`src/sv/des_pkg.sv`:
```
// Package for the drive enable sequencer: field widths, codes, state enum,
// register defaults and the structs shared by the sequencer modules.
// No dependencies.
package des_pkg;

  localparam int unsigned PedalW = 15;
  localparam int unsigned DurW   = 16;
  localparam int unsigned TimeW  = 32;
  localparam int unsigned CmdW   = 3;
  localparam int unsigned DashW  = 2;
  localparam int unsigned CfgIdxW  = 2;
  localparam int unsigned CfgDataW = 16;
  localparam int unsigned InDataW  = 88;
  localparam int unsigned OutDataW = 24;

  localparam logic [PedalW-1:0] BrakeThresholdRst = PedalW'(2560);
  localparam logic [PedalW-1:0] MismatchLimitRst  = PedalW'(2560);
  localparam logic [DurW-1:0]   SpeakerDurRst     = DurW'(2000);

  localparam logic [CfgIdxW-1:0] RegBrakeThreshold = 2'd0;
  localparam logic [CfgIdxW-1:0] RegMismatchLimit  = 2'd1;
  localparam logic [CfgIdxW-1:0] RegSpeakerDur     = 2'd2;

  localparam logic [CmdW-1:0] CmdInit     = 3'd1;
  localparam logic [CmdW-1:0] CmdHvOn     = 3'd2;
  localparam logic [CmdW-1:0] CmdReady    = 3'd3;
  localparam logic [CmdW-1:0] CmdRunError = 3'd4;
  localparam logic [CmdW-1:0] CmdShutdown = 3'd5;

  localparam logic [DashW-1:0] DashHv     = 2'd1;
  localparam logic [DashW-1:0] DashMotors = 2'd2;

  typedef enum logic [2:0] {
    ModeIdle      = 3'd0,
    ModeWaitHv    = 3'd1,
    ModeReqHv     = 3'd2,
    ModeWaitMotor = 3'd3,
    ModeReqMotor  = 3'd4,
    ModeRunning   = 3'd5,
    ModeErr       = 3'd6,
    ModeErrCoast  = 3'd7
  } mode_e;

  typedef struct packed {
    logic [PedalW-1:0] brake_threshold;
    logic [PedalW-1:0] mismatch_limit;
    logic [DurW-1:0]   speaker_duration;
  } des_cfg_t;

  typedef struct packed {
    logic [TimeW-1:0]  now_ms;
    logic [DashW-1:0]  dash_request;
    logic [CmdW-1:0]   command;
    logic [PedalW-1:0] brake_pos;
    logic [PedalW-1:0] accel_pos_b;
    logic [PedalW-1:0] accel_pos_a;
  } des_in_t;

  typedef struct packed {
    logic [PedalW-1:0] torque_request;
    logic              brake_light;
    logic              speaker_on;
    logic              drive_ready;
    logic [2:0]        status;
  } des_res_t;

endpackage

```
`src/sv/des_cfg.sv`:
```
// Configuration register file of the drive enable sequencer.
// Depends on des_pkg.
module des_cfg (
  input  logic                          clk_i,
  input  logic                          rst_ni,
  input  logic                          cfg_we_i,
  input  logic [des_pkg::CfgIdxW-1:0]   cfg_idx_i,
  input  logic [des_pkg::CfgDataW-1:0]  cfg_wdata_i,
  output des_pkg::des_cfg_t             cfg_o
);
  import des_pkg::*;

  des_cfg_t cfg_q;

  always_ff @(posedge clk_i or negedge rst_ni) begin
    if (!rst_ni) begin
      cfg_q.brake_threshold  <= BrakeThresholdRst;
      cfg_q.mismatch_limit   <= MismatchLimitRst;
      cfg_q.speaker_duration <= SpeakerDurRst;
    end else if (cfg_we_i) begin
      case (cfg_idx_i)
        RegBrakeThreshold: cfg_q.brake_threshold  <= cfg_wdata_i[PedalW-1:0];
        RegMismatchLimit:  cfg_q.mismatch_limit   <= cfg_wdata_i[PedalW-1:0];
        RegSpeakerDur:     cfg_q.speaker_duration <= cfg_wdata_i[DurW-1:0];
        default: ;
      endcase
    end
  end

  assign cfg_o = cfg_q;

endmodule

```
`src/sv/des_step.sv`:
```
// Next-state and result logic for one tick of the drive enable sequencer.
// Purely combinational; depends on des_pkg.
module des_step (
  input  des_pkg::des_in_t              in_i,
  input  des_pkg::des_cfg_t             cfg_i,
  input  des_pkg::mode_e                mode_i,
  input  logic [des_pkg::TimeW-1:0]     run_start_i,
  output des_pkg::mode_e                mode_o,
  output logic [des_pkg::TimeW-1:0]     run_start_o,
  output des_pkg::des_res_t             res_o
);
  import des_pkg::*;

  logic [PedalW-1:0] diff;
  logic              bad;
  logic              brake_on;
  logic              running;
  logic [TimeW-1:0]  elapsed;

  assign diff = (in_i.accel_pos_a > in_i.accel_pos_b) ?
                (in_i.accel_pos_a - in_i.accel_pos_b) :
                (in_i.accel_pos_b - in_i.accel_pos_a);
  assign bad      = diff > cfg_i.mismatch_limit;
  assign brake_on = in_i.brake_pos > cfg_i.brake_threshold;

  always_comb begin
    mode_o      = mode_i;
    run_start_o = run_start_i;
    case (mode_i)
      ModeIdle: begin
        if (in_i.command == CmdInit) mode_o = ModeWaitHv;
      end
      ModeWaitHv: begin
        if (in_i.dash_request == DashHv) mode_o = ModeReqHv;
      end
      ModeReqHv: begin
        if (in_i.command == CmdHvOn) mode_o = ModeWaitMotor;
      end
      ModeWaitMotor: begin
        if (in_i.dash_request == DashMotors) mode_o = ModeReqMotor;
      end
      ModeReqMotor: begin
        if (in_i.command == CmdReady && brake_on) begin
          mode_o      = ModeRunning;
          run_start_o = in_i.now_ms;
        end
      end
      ModeRunning: begin
        if (in_i.command == CmdRunError) mode_o = ModeErrCoast;
      end
      default: ;
    endcase
    // overrides; wait motor is exempt
    if (mode_i inside {ModeWaitHv, ModeReqHv, ModeReqMotor, ModeRunning}) begin
      run_start_o = run_start_i;
      if (in_i.command == CmdShutdown) begin
        mode_o = ModeIdle;
      end else if (bad) begin
        mode_o = ModeErr;
      end else if (mode_i == ModeReqMotor && mode_o == ModeRunning) begin
        run_start_o = in_i.now_ms;
      end
    end
  end

  assign running = mode_o == ModeRunning;
  assign elapsed = in_i.now_ms - run_start_o;

  assign res_o.status         = mode_o;
  assign res_o.drive_ready    = running;
  assign res_o.speaker_on     = running && (elapsed <= TimeW'(cfg_i.speaker_duration));
  assign res_o.brake_light    = brake_on;
  assign res_o.torque_request = (running && !bad) ? in_i.accel_pos_a : '0;

endmodule

```
`src/sv/drive_enable_sequencer_core.sv`:
```
// Drive enable sequencer: input register, one pass of step logic, result
// register. An accepted word moves from the input register to the result
// register, which raises m_tvalid; one word per cycle sustained while
// m_tready is high, the mode register updating as the word moves. Reset
// (rst_ni low, async) empties both registers, sets mode to idle, run start
// time to zero and the config registers to their defaults.
// Depends on des_pkg, des_cfg, des_step.
module drive_enable_sequencer_core (
  input  logic                          clk_i,
  input  logic                          rst_ni,
  input  logic                          cfg_we_i,
  input  logic [des_pkg::CfgIdxW-1:0]   cfg_idx_i,
  input  logic [des_pkg::CfgDataW-1:0]  cfg_wdata_i,
  input  logic                          s_tvalid_i,
  output logic                          s_tready_o,
  // accel_pos_a[14:0], accel_pos_b[29:15], brake_pos[44:30], command[47:45],
  // dash_request[49:48], now_ms[81:50], zero[87:82]
  input  logic [des_pkg::InDataW-1:0]   s_tdata_i,
  output logic                          m_tvalid_o,
  input  logic                          m_tready_i,
  // status[2:0], drive_ready[3], speaker_on[4], brake_light[5],
  // torque_request[20:6], zero[23:21]
  output logic [des_pkg::OutDataW-1:0]  m_tdata_o
);
  import des_pkg::*;

  localparam int unsigned ResW = $bits(des_res_t);
  localparam int unsigned InW  = $bits(des_in_t);

  des_cfg_t         cfg;
  des_in_t          in_q;
  logic             in_valid_q;
  des_res_t         res_d, res_q;
  logic             out_valid_q;
  mode_e            mode_q, mode_d;
  logic [TimeW-1:0] run_start_q, run_start_d;
  logic             advance;

  des_cfg u_cfg (
    .clk_i      (clk_i),
    .rst_ni     (rst_ni),
    .cfg_we_i   (cfg_we_i),
    .cfg_idx_i  (cfg_idx_i),
    .cfg_wdata_i(cfg_wdata_i),
    .cfg_o      (cfg)
  );

  des_step u_step (
    .in_i       (in_q),
    .cfg_i      (cfg),
    .mode_i     (mode_q),
    .run_start_i(run_start_q),
    .mode_o     (mode_d),
    .run_start_o(run_start_d),
    .res_o      (res_d)
  );

  assign advance    = in_valid_q && (!out_valid_q || m_tready_i);
  assign s_tready_o = !in_valid_q || advance;

  always_ff @(posedge clk_i or negedge rst_ni) begin
    if (!rst_ni) begin
      in_valid_q  <= 1'b0;
      out_valid_q <= 1'b0;
      mode_q      <= ModeIdle;
      run_start_q <= '0;
    end else begin
      if (s_tready_o) in_valid_q <= s_tvalid_i;
      if (advance) begin
        out_valid_q <= 1'b1;
        mode_q      <= mode_d;
        run_start_q <= run_start_d;
      end else if (m_tready_i) begin
        out_valid_q <= 1'b0;
      end
    end
  end

  always_ff @(posedge clk_i) begin
    if (s_tready_o && s_tvalid_i) in_q <= des_in_t'(s_tdata_i[InW-1:0]);
    if (advance) res_q <= res_d;
  end

  assign m_tvalid_o = out_valid_q;
  assign m_tdata_o  = {{(OutDataW-ResW){1'b0}}, res_q};

endmodule
```
`config.mk`:
```
export PLATFORM = sky130hd
export DESIGN_NAME = drive_enable_sequencer_core
export DESIGN_NICKNAME = d
export VERILOG_FILES = /design/src/sv/des_pkg.sv /design/src/sv/des_cfg.sv /design/src/sv/des_step.sv /design/src/sv/drive_enable_sequencer_core.sv
export SDC_FILE = /design/constraint.sdc
export NUM_CORES = 1
export LEC_CHECK = 0
export BUFFER_PORTS_ARGS = -buffer_cell sky130_fd_sc_hd__clkbuf_2
export CORE_MARGIN = 10
export CORE_UTILIZATION = 55
export DETAILED_ROUTE_END_ITERATION = 8
export PLACE_DENSITY = 0.86
export SKIP_CTS_REPAIR_TIMING = 1
export SLEW_MARGIN = 20
export SYNTH_ARGS = -nofsm -noshare
export SYNTH_HDL_FRONTEND = slang
export SYNTH_SLANG_ARGS = --single-unit
```
`constraint.sdc`:
```
create_clock -name clk_i -period 11.69 [get_ports clk_i]
set_input_delay 1.169 -clock clk_i [delete_from_list [all_inputs] [get_ports clk_i]]
set_output_delay 1.169 -clock clk_i [all_outputs]
set_load 0.1 [all_outputs]
```
==> results.md, run 1 <==
* Synth top area cells: sky130_fd_sc_hd__edfxtp_1, sky130_fd_sc_hd__dfrtp_1, sky130_fd_sc_hd__ha_1
* Startpoint Class: register
* DIE WIDTH at 162 um
* Terminating pin of the worst hold path: run_start_q[11]
* Worst hold start: run_start_q[11]
* Worst reg2reg path endpoint: m_tdata_o[4]
* Arrival time at the worst endpoint at 10.30 ns
* Fill cell instance count of the final layout at 1536
* Num CTS Buffers at 17
* Power density relative to cell area at 206 nW/um^2
* Worst Path Max Fanout at 27
* Number of antenna violations at the first check in global routing at 0
* Final weighted congestion of routability-driven global placement at 0.893
* Number of instances in the placed design at 1427
* Global-route usage over all layers at 19.4%
* Combinational family with the most area after synthesis: compound AO/OA/AOI/OAI gates
* Clock net sink count at 186
* Count of nets left with antenna violations after detail routing at 0
* Number of port buffers at 127
* Final min period at 10.01 ns
* Synthesized instance count at 1058
* Fin cells at 1460
* Buffers from clock root to sink, at most at 2
* Slew @ Worst Pin at 0.885 ns
* F_max at 0.0999 GHz
* Largest stage delay on the critical path at 0.71 ns
* Total gr overflow at 0
* Max Cap Viol at 0
* Largest net degree at the start of global routing at 83
* Post-Synth XOR/XNOR Area at 2.83%
* Cell at the root of the clock tree: sky130_fd_sc_hd__clkbuf_16
* Area Overhead vs Synth at 13.5%
* Total negative slack for setup checks at 0 ns
* Final setup viols at 0
* Share of synthesized cell area in and, or, nand and nor gates at 12.0%
* Adder-cell area share of the yosys netlist at 12.5%
* Number of enable flip-flop cells after synthesis at 103
* Final Slew Violations at 0
* Most instantiated library cell after synthesis: sky130_fd_sc_hd__ha_1
* Placed standard-cell area at 12100 sq um
* Cell with the biggest individual delay on the critical path: sky130_fd_sc_hd__nor2_4
* Slew HR at 40.9%
* Worst setup slack for register-to-register paths at 1.68 ns
* Count of antenna diodes in the layout at 0
* Worst setup EP type: register
* Number of I/O pins at 137
* Result of the run: completed
* Share of synthesized area spent on multiplexers at 6.50%
* Clock transition time at the flip-flop clock pins of the worst setup and hold paths at 0.07 ns
* CTS H-Tree Depth at 4
* Post-synthesis sequential area ratio at 46.5%
* Number of cell instances on the worst register-to-register path at 42
* Synth cell types at 68
* Max rail drop VDD at 109 uV
* Cell type contributing the most total cell area after synthesis: sky130_fd_sc_hd__edfxtp_1
* Number of flip-flops and latches in the synthesized netlist at 186
* Drt drc at 0
* Hold WC Path Type: reg -> reg
* Async set-reset flop share out of synthesis at 44.6%
* Required @ worst endpoint at 11.98 ns
* Layout Nets at 1398
* Pre-CTS WS at 1.92 ns
* Total Wirelength at 26000 um
* Starting density of the core at 55.5%
* Detailed-placement wirelength estimate at 19000 um
* Area inside the core boundary at 20100 sq um
* Die extent in y at 162 um
* Maximum clock skew at final layout at 0.0124 ns
* Post-detailed-route via-to-cell ratio at 5.84
* Number of vias after detailed routing at 8531
* Worst-skew pair later-pin latency at 0.44 ns
* Proportion of netlist area held by the largest area contributor at 27.7%
* Pre-antenna DRT Iters at 5
* Area of all placed cells without fillers at 12700 sq um
* Via count of the first global-routing pass at 8517
* Most common flop cell mapped by yosys: sky130_fd_sc_hd__edfxtp_1
* Per-instance average area after synthesis at 10.5 sq um
* Worst-case setup margin in the final layout at 1.68 ns
* Synthesis warning total at 0
* Critical setup path kind: reg -> reg
* Number of endpoints with negative hold slack in the final report at 0
* First-pass GRT wire length at 41900 um
* Leak Pwr at 0.00553 uW
* Setup repair after global routing missed its margin: false
* Share of the clock period used by the worst path after layout at 85.6%
* Ratio of cells with drive above 1 in the final layout at 19.8%
* Standard-cell rows at 52
* Most used cell, CP: sky130_fd_sc_hd__a21oi_1
* Area of the die at 26400 sq um
* Initial drt markers at 634
* Depth of the worst hold-timing path at 2
* Fraction of the mapped netlist area in compound gates at 15.0%
* Startpoint of the most critical register-to-register path: in_q[1]
* CTS tree: done
* Final routed wire length divided by cell count at 17.8 um
* Top post-synthesis cells by count: sky130_fd_sc_hd__ha_1, sky130_fd_sc_hd__edfxtp_1, sky130_fd_sc_hd__inv_1
* Final cell utilization of the core at 63.0%
* Post-Synthesis Cell Area at 11200 sq um
stage by stage:
| stage | power [uW] | hold WS (ns) |
|---|---|---|
| 2_1_floorplan | 1770 | 0.438 |
| 3_3_place_gp | 1980 | 0.448 |
| 3_5_place_dp | 2020 | 0.454 |
| 4_1_cts | 2600 | 0.471 |
| 5_1_grt | 2770 | 0.493 |
| 6_report | 2610 | 0.468 |
worst max-delay path: cells and delay by family (launching register included):
family,cells,cell delay (ns)
buffers and inverters,3,0.92
adders and majority gates,4,1.11
AOI/OAI and AO/OA,16,3.18
DFF,1,0.44
muxes,2,0.59
xor gates and xnor gates,2,0.32
and+or+nand+nor,15,3.28
power by group:
part           internal (uW)  switching [uW]
Clock                    285             282
Combinational            446             706
Sequential               821            69.0
logic make-up after synthesis:
family,count (synthesis)
compound gates,254
xor+xnor,36
fa+ha+maj,110
buf+inv,133
flops,186
mux,68
other cells,1
simple gates,270
per-layer routing:
metal | up-vias | track usage, % | routed length, um
li1 | 4089 | - | -
met1 | 4085 | 25.8 | 11700
met2 | 316 | 31.2 | 12100
met3 | 41 | 3.72 | 1690
met4 | 0 | 6.62 | 498
met5 | - | 0 | 0
area by class of cell:
| type | instances | area [sq um] | area share (%) |
|---|---|---|---|
| well taps | 270 | 338 | 2.67 |
| clock buffers | 17 | 425 | 3.36 |
| repair buffers | 136 | 718 | 5.67 |
| flip-flops and latches | 186 | 5180 | 40.9 |
| multi-input cells | 741 | 5500 | 43.4 |
| inverters | 95 | 357 | 2.82 |
| clock inverters | 15 | 148 | 1.17 |
cells in the final DEF (no fill, tap or decap), drive strengths merged, types with 17 or more instances in the layout:
cell      n
o21ai    59
xnor2    20
mux2     36
dfrtp    73
mux2i    32
a21o     21
nand2    92
nor4     19
inv     104
a21oi    74
ha      107
clkbuf  143
nand3    28
edfxtp  103
nor2     43
nand2b   17
worst max-delay path by stage:
stage                       start           end  slack [ns]  cells after the start
after CTS                 in_q[1]  m_tdata_o[4]        1.85                     42
after detailed placement  in_q[1]  m_tdata_o[4]        1.92                     42
after global routing      in_q[1]  m_tdata_o[4]        1.09                     42
after global placement    in_q[1]  m_tdata_o[4]        2.23                     41
after floorplan           in_q[1]  m_tdata_o[4]        3.29                     44
final                     in_q[1]  m_tdata_o[4]        1.68                     42
flip-flops by register name, summed over array words and instances, names as in the netlist:
| name | count |
|---|---|
| u_cfg.cfg_o | 46 |
| m_tvalid_o | 1 |
| mode_q | 3 |
| in_valid_q | 1 |
| in_q | 82 |
| m_tdata_o | 21 |
| run_start_q | 32 |
(Power assumes the default switching activity.)
==> run 2: changes to the inputs <==
--- a/config.mk
+++ b/config.mk
@@ -6,10 +6,14 @@
 export NUM_CORES = 1
 export LEC_CHECK = 0
 export BUFFER_PORTS_ARGS = -buffer_cell sky130_fd_sc_hd__clkbuf_2
+export CELL_PAD_IN_SITES_DETAIL_PLACEMENT = 1
+export CELL_PAD_IN_SITES_GLOBAL_PLACEMENT = 2
 export CORE_MARGIN = 10
-export CORE_UTILIZATION = 55
+export CORE_UTILIZATION = 38
 export DETAILED_ROUTE_END_ITERATION = 8
-export PLACE_DENSITY = 0.86
+export PLACE_DENSITY = 0.9
+export RECOVER_POWER = 100
+export REMOVE_ABC_BUFFERS = 1
 export SKIP_CTS_REPAIR_TIMING = 1
 export SLEW_MARGIN = 20
 export SYNTH_ARGS = -nofsm -noshare
==> run 2 against run 1 <==
The flow now finishes with violations (max-capacitance violations, max-slew violations). Wire length up 15%. Clock skew grew 0.0059 ns. Design area up 0.53%. Worst setup slack got worse by 0.40 ns.
==> results.md, run 2 (synthesized netlist as in run 1, its figures left out) <==
* Ratio of cells with drive above 1 in the final layout at 16.0%
* First-pass GRT wire length at 47700 um
* Worst reg2reg path endpoint: m_tdata_o[4]
* Met3 global-route usage at 3.23%
* Share of the clock period used by the worst path after layout at 89.1%
* Final setup viols at 0
* Layout Nets at 1401
* Largest register by flop count: in_q
* Number of vias after detailed routing at 8434
* Buffers from clock root to sink, at most at 2
* Area Overhead vs Synth at 14.1%
* Post-detailed-route via-to-cell ratio at 5.33
* Count of nets left with antenna violations after detail routing at 0
* CTS H-Tree Depth at 4
* Number of cell instances on the worst register-to-register path at 44
* Largest stage delay on the critical path at 0.52 ns
* Family with the most delay on the worst path: compound AO/OA/AOI/OAI gates
* Buf+Inv Stages, Crit Path at 3
* Global route hottest layer: met2
* Maximum clock skew at final layout at 0.0183 ns
* Slew @ Worst Pin at 3.84 ns
* Area inside the core boundary at 28900 sq um
* Worst Path Max Fanout at 26
* Detailed-placement wirelength estimate at 22600 um
* Slew HR at -156%
* Most used cell, CP: sky130_fd_sc_hd__ha_1
* Area used by sequential logic in the layout at 5180 sq um
* Leak Pwr at 0.00542 uW
* Starting density of the core at 38.7%
* DIE WIDTH at 191 um
* Clock transition time at the flip-flop clock pins of the worst setup and hold paths at 0.08 ns
* Depth of the worst hold-timing path at 2
* Area used by multi-input combinational logic at 5460 sq um
* Max rail drop VDD at 124 uV
* Terminating pin of the worst hold path: run_start_q[2]
* Die extent in y at 191 um
* Startpoint of the most critical register-to-register path: in_q[1]
* Num CTS Buffers at 17
* Standard-cell rows at 62
* Initial drt markers at 392
* Required @ worst endpoint at 12.01 ns
* Critical setup path kind: reg -> reg
* Flip-flop count of the largest register, all copies and words added at 82
* Final weighted congestion of routability-driven global placement at 0.852
* Pre-antenna DRT Iters at 8
* Worst setup slack for register-to-register paths at 1.28 ns
* Worst-skew pair later-pin latency at 0.46 ns
* CTS tree: done
* Area of the die at 36600 sq um
* Final cell utilization of the core at 44.1%
* Met2 track demand over resource at 25.9%
* Worst hold start: run_start_q[2]
* Total negative slack for setup checks at 0 ns
* Number of port buffers at 127
* Hold WC Path Type: reg -> reg
* Number of I/O pins at 137
* Startpoint Class: register
* Top library cells by usage in the layout, fill and taps aside: sky130_fd_sc_hd__ha_1, sky130_fd_sc_hd__edfxtp_1, sky130_fd_sc_hd__clkbuf_2
* Max Cap Viol at 4
* Final routed wire length divided by cell count at 18.8 um
* Number of endpoints with negative hold slack in the final report at 0
* Power density relative to cell area at 208 nW/um^2
* Total gr overflow at 0
* Clock net sink count at 186
* Final Slew Violations at 191
* Cell at the root of the clock tree: sky130_fd_sc_hd__clkbuf_16
* Final min period at 10.41 ns
* Most common cell after layout, fill and taps aside: sky130_fd_sc_hd__ha_1
* Drt drc at 0
* Setup repair after global routing missed its margin: false
* Worst setup EP type: register
* Largest net degree at the start of global routing at 83
* Cell with the biggest individual delay on the critical path: sky130_fd_sc_hd__a31oi_1
* Arrival time at the worst endpoint at 10.74 ns
* Violations in the final reports: max-capacitance violations, max-slew violations
* Global routing met1 resource utilization at 22.1%
* Fill cell instance count of the final layout at 3300
* Result of the run: complete, but fails checks
* Via count of the first global-routing pass at 8881
* Global-route usage over all layers at 16.3%
* Number of antenna violations at the first check in global routing at 4
* Total Wirelength at 29800 um
* F_max at 0.0960 GHz
run 2: cell count changes in the layout (fill, tap and decap cells not counted), moves of 3 or more:
cell and change:
sky130_fd_sc_hd__and2_0 +3, sky130_fd_sc_hd__clkinv_4 +3, sky130_fd_sc_hd__clkbuf_1 +41, sky130_fd_sc_hd__buf_4 -5, sky130_fd_sc_hd__inv_6 -3, sky130_fd_sc_hd__clkbuf_2 -31, sky130_fd_sc_hd__diode_2 +4
run 2: worst max path at each step:
stage | from | endpoint | slack [ns] | depth (start not counted)
floorplan | in_q[1] | m_tdata_o[4] | 1.26 | 40
global placement | in_q[1] | m_tdata_o[4] | 1.87 | 42
detailed placement | in_q[1] | m_tdata_o[4] | 1.76 | 42
CTS | in_q[1] | m_tdata_o[4] | 1.60 | 44
global route | in_q[1] | m_tdata_o[4] | 0.46 | 44
finish | in_q[1] | m_tdata_o[4] | 1.28 | 44
run 2: worst min-delay path: cells and delay by family, from the launching register on:
kind | cells | cell delay, ns
AND/OR/NAND/NOR | 2 | 0.10
flip-flops | 1 | 0.35
run 2: through the flow:
stage	hold WS, ns	instances	worst slack, ns	power (uW)	cell area [sq um]
after floorplan	0.438	1022	1.26	1750	11000
final	0.468	1581	1.28	2650	12700
after CTS	0.473	1576	1.60	2680	12800
after global placement	0.449	1544	1.87	2030	12200
after global routing	0.498	1581	0.455	2840	12700
after detailed placement	0.458	1544	1.76	2070	12200
run 2: metal layers:
| metal | part of all wire (%) | up-vias |
|---|---|---|
| met3 | 3.5 | 16 |
| met2 | 46 | 125 |
| met4 | 1.1 | 0 |
| met5 | 0 | - |
| met1 | 49 | 4187 |
| li1 | - | 4106 |
run 2: layout make-up:
| cell class | instances | share of cell area (%) |
|---|---|---|
| multi-input cells | 741 | 42.9 |
| flip-flops and latches | 186 | 40.7 |
| repair buffers | 139 | 5.15 |
| well taps | 384 | 3.77 |
| clock buffers | 18 | 3.37 |
| inverters | 95 | 2.80 |
| clock inverters | 14 | 1.24 |
| diodes | 4 | 0.0786 |
run 2: power by group:
group	switching, uW	internal [uW]
Clock	286	305
Sequential	69.0	823
Combinational	729	439
Total	1080	1570
==> run 3: changes to the inputs <==
--- a/config.mk
+++ b/config.mk
@@ -12,7 +12,6 @@
 export CORE_UTILIZATION = 38
 export DETAILED_ROUTE_END_ITERATION = 8
 export PLACE_DENSITY = 0.9
-export RECOVER_POWER = 100
 export REMOVE_ABC_BUFFERS = 1
 export SKIP_CTS_REPAIR_TIMING = 1
 export SLEW_MARGIN = 20
==> run 3 against run 2 <==
The flow now finishes without violations. First-iteration DRC count is 5.6% higher. Sequential share of layout area is 0.38 points lower. Hold slack hardly changed. Count of clock-buffer cells in the layout stayed put. Utilization is 0.41 points higher. Critical path depth stayed put. Critical path type unchanged. Largest cell class unchanged.
==> results.md, run 3 (synthesized netlist as in run 1, its figures left out) <==
* Drt drc at 0
* Destination of the critical timing path: m_tdata_o[4]
* Standard-cell rows at 62
* Worst-skew pair later-pin latency at 0.46 ns
* Share of total power in the clock network at 22.2%
* CTS tree: done
* Clock transition time at the flip-flop clock pins of the worst setup and hold paths at 0.08 ns
* Area inside the core boundary at 28900 sq um
* Number of antenna violations at the first check in global routing at 4
* Cell with the biggest individual delay on the critical path: sky130_fd_sc_hd__a31oi_1
* Placed standard-cell area at 12200 sq um
* CTS H-Tree Depth at 4
* Highest routed layer: met4
* Clock net sink count at 186
* Number of endpoints with negative hold slack in the final report at 0
* Starting density of the core at 38.7%
* Power density relative to cell area at 207 nW/um^2
* Result of the run: completed
* Detailed-placement wirelength estimate at 22600 um
* Num CTS Buffers at 17
* Top library cells by usage in the layout, fill and taps aside: sky130_fd_sc_hd__clkbuf_2, sky130_fd_sc_hd__ha_1, sky130_fd_sc_hd__edfxtp_1
* Die extent in y at 191 um
* Total design power at 2660 uW
* Maximum clock skew at final layout at 0.0182 ns
* Setup repair after global routing missed its margin: false
* Worst reg2reg path endpoint: m_tdata_o[4]
* Number of I/O pins at 137
* Ratio of cells with drive above 1 in the final layout at 19.8%
* Global-route usage over all layers at 16.3%
* Slew HR at 38.6%
* Startpoint Class: register
* Hold WC Path Type: reg -> reg
* F_max at 0.0986 GHz
* Worst setup slack for register-to-register paths at 1.55 ns
* Number of port buffers at 127
* Fin cells at 1581
* Final weighted congestion of routability-driven global placement at 0.852
* Met2 WL at 13800 um
* CP Launch Point: in_q[1]
* Required @ worst endpoint at 12.01 ns
* Largest net degree at the start of global routing at 83
* Sw frac at 40.8%
* Area of all placed cells without fillers at 12900 sq um
* Arrival time at the worst endpoint at 10.46 ns
* Routed metal-1 wirelength at 14600 um
* Total negative slack for setup checks at 0 ns
* Worst setup EP type: register
* Total Wirelength at 29700 um
* Part of the power in registers at 33.4%
* Internal power summed over all cells at 1580 uW
* Share of the clock period used by the worst path after layout at 86.7%
* Gate power share at 44.4%
* Pre-CTS WS at 1.76 ns
* Initial drt markers at 414
* Number of instances in the placed design at 1544
* Fill cell instance count of the final layout at 3283
* Flip-flop count of the largest register, all copies and words added at 82
* Most common cell after layout, fill and taps aside: sky130_fd_sc_hd__clkbuf_2
* Buffers from clock root to sink, at most at 2
* Worst Path Max Fanout at 26
* Largest stage delay on the critical path at 0.51 ns
* Final setup viols at 0
* Slew @ Worst Pin at 0.921 ns
* Post-detailed-route via-to-cell ratio at 5.33
* Leak Pwr at 0.00556 uW
* Layout Nets at 1401
* Final min period at 10.14 ns
* Max rail drop VDD at 124 uV
* Worst-case setup margin in the final layout at 1.55 ns
* Number of cell instances on the worst register-to-register path at 44
* Area Overhead vs Synth at 15.2%
* Startpoint of the most critical register-to-register path: in_q[1]
* Cell at the root of the clock tree: sky130_fd_sc_hd__clkbuf_16
* Final Slew Violations at 0
* Area of the die at 36600 sq um
* Most used cell, CP: sky130_fd_sc_hd__ha_1
* Number of vias after detailed routing at 8419
* Max Cap Viol at 0
* Final routed wire length divided by cell count at 18.8 um
* Length of routed met3 wiring at 1030 um
* Total gr overflow at 0
* Largest register by flop count: in_q
* First-pass GRT wire length at 47700 um
* Via count of the first global-routing pass at 8881
* Count of nets left with antenna violations after detail routing at 0
* Critical setup path kind: reg -> reg
* Net switching power at 1090 uW
* DIE WIDTH at 191 um
* Pre-antenna DRT Iters at 4
==> run 3: cell types whose count changed in the layout (fill, tap and decap cells not counted), moves of 2 or more <==
| cell | previous run | this run |
|---|---|---|
| sky130_fd_sc_hd__and2_1 | 1 | 3 |
| sky130_fd_sc_hd__and2_0 | 3 | 0 |
| sky130_fd_sc_hd__clkbuf_1 | 41 | 1 |
| sky130_fd_sc_hd__buf_4 | 4 | 12 |
| sky130_fd_sc_hd__clkbuf_2 | 95 | 126 |
==> run 3: how the worst min path moves through the flow <==
stage,from,endpoint,slack [ns],depth (start not counted)
floorplan,run_start_q[10],run_start_q[10],0.44,2
global placement,run_start_q[2],run_start_q[2],0.45,2
detailed placement,run_start_q[2],run_start_q[2],0.46,2
CTS,run_start_q[2],run_start_q[2],0.47,2
global route,run_start_q[2],run_start_q[2],0.50,2
finish,run_start_q[2],run_start_q[2],0.47,2
==> run 3: final cells by class <==
class / instances / area [sq um] / share of cell area (%)
Tap cell: 384 / 480 / 3.74
Clock buffer: 18 / 429 / 3.34
Clock inverter: 14 / 158 / 1.23
Inverter: 95 / 357 / 2.77
Multi-Input combinational cell: 741 / 5490 / 42.7
Timing Repair Buffer: 139 / 748 / 5.82
Sequential cell: 186 / 5180 / 40.3
Antenna cell: 4 / 10.0 / 0.0779
==> run 3: routing by layer <==
| metal | GRT usage [%] | vias up |
|---|---|---|
| li1 | - | 4107 |
| met1 | 22.1 | 4167 |
| met2 | 25.9 | 129 |
| met3 | 3.23 | 16 |
| met4 | 4.87 | 0 |
| met5 | 0 | - |
==> run 3: power groups by stage <==
| stage | logic, uW | registers [uW] | clock network, uW |
|---|---|---|---|
| floorplan | 774 | 980 | 0 |
| global placement | 1140 | 896 | 0 |
| detailed placement | 1170 | 903 | 0 |
| CTS | 1180 | 890 | 609 |
| global route | 1320 | 903 | 634 |
| finish | 1180 | 889 | 592 |
==> run 3: metrics by stage <==
step	utilization, %	hold WS, ns
after floorplan	-	0.438
after global placement	42.4	0.449
after detailed placement	42.4	0.458
after CTS	44.4	0.473
after global routing	44.5	0.498
final	44.5	0.468
==> run 3: critical path: cells and delay by family (launching register included) <==
| family | cells | cell delay (ns) |
|---|---|---|
| AO/OA/AOI/OAI | 19 | 4.15 |
| AND/OR/NAND/NOR | 14 | 2.55 |
| adder cells (fa/ha/maj) | 5 | 1.47 |
| buffers and inverters | 3 | 0.68 |
| flip-flops | 1 | 0.44 |
| multiplexers | 1 | 0.39 |
| XOR/XNOR | 2 | 0.30 |
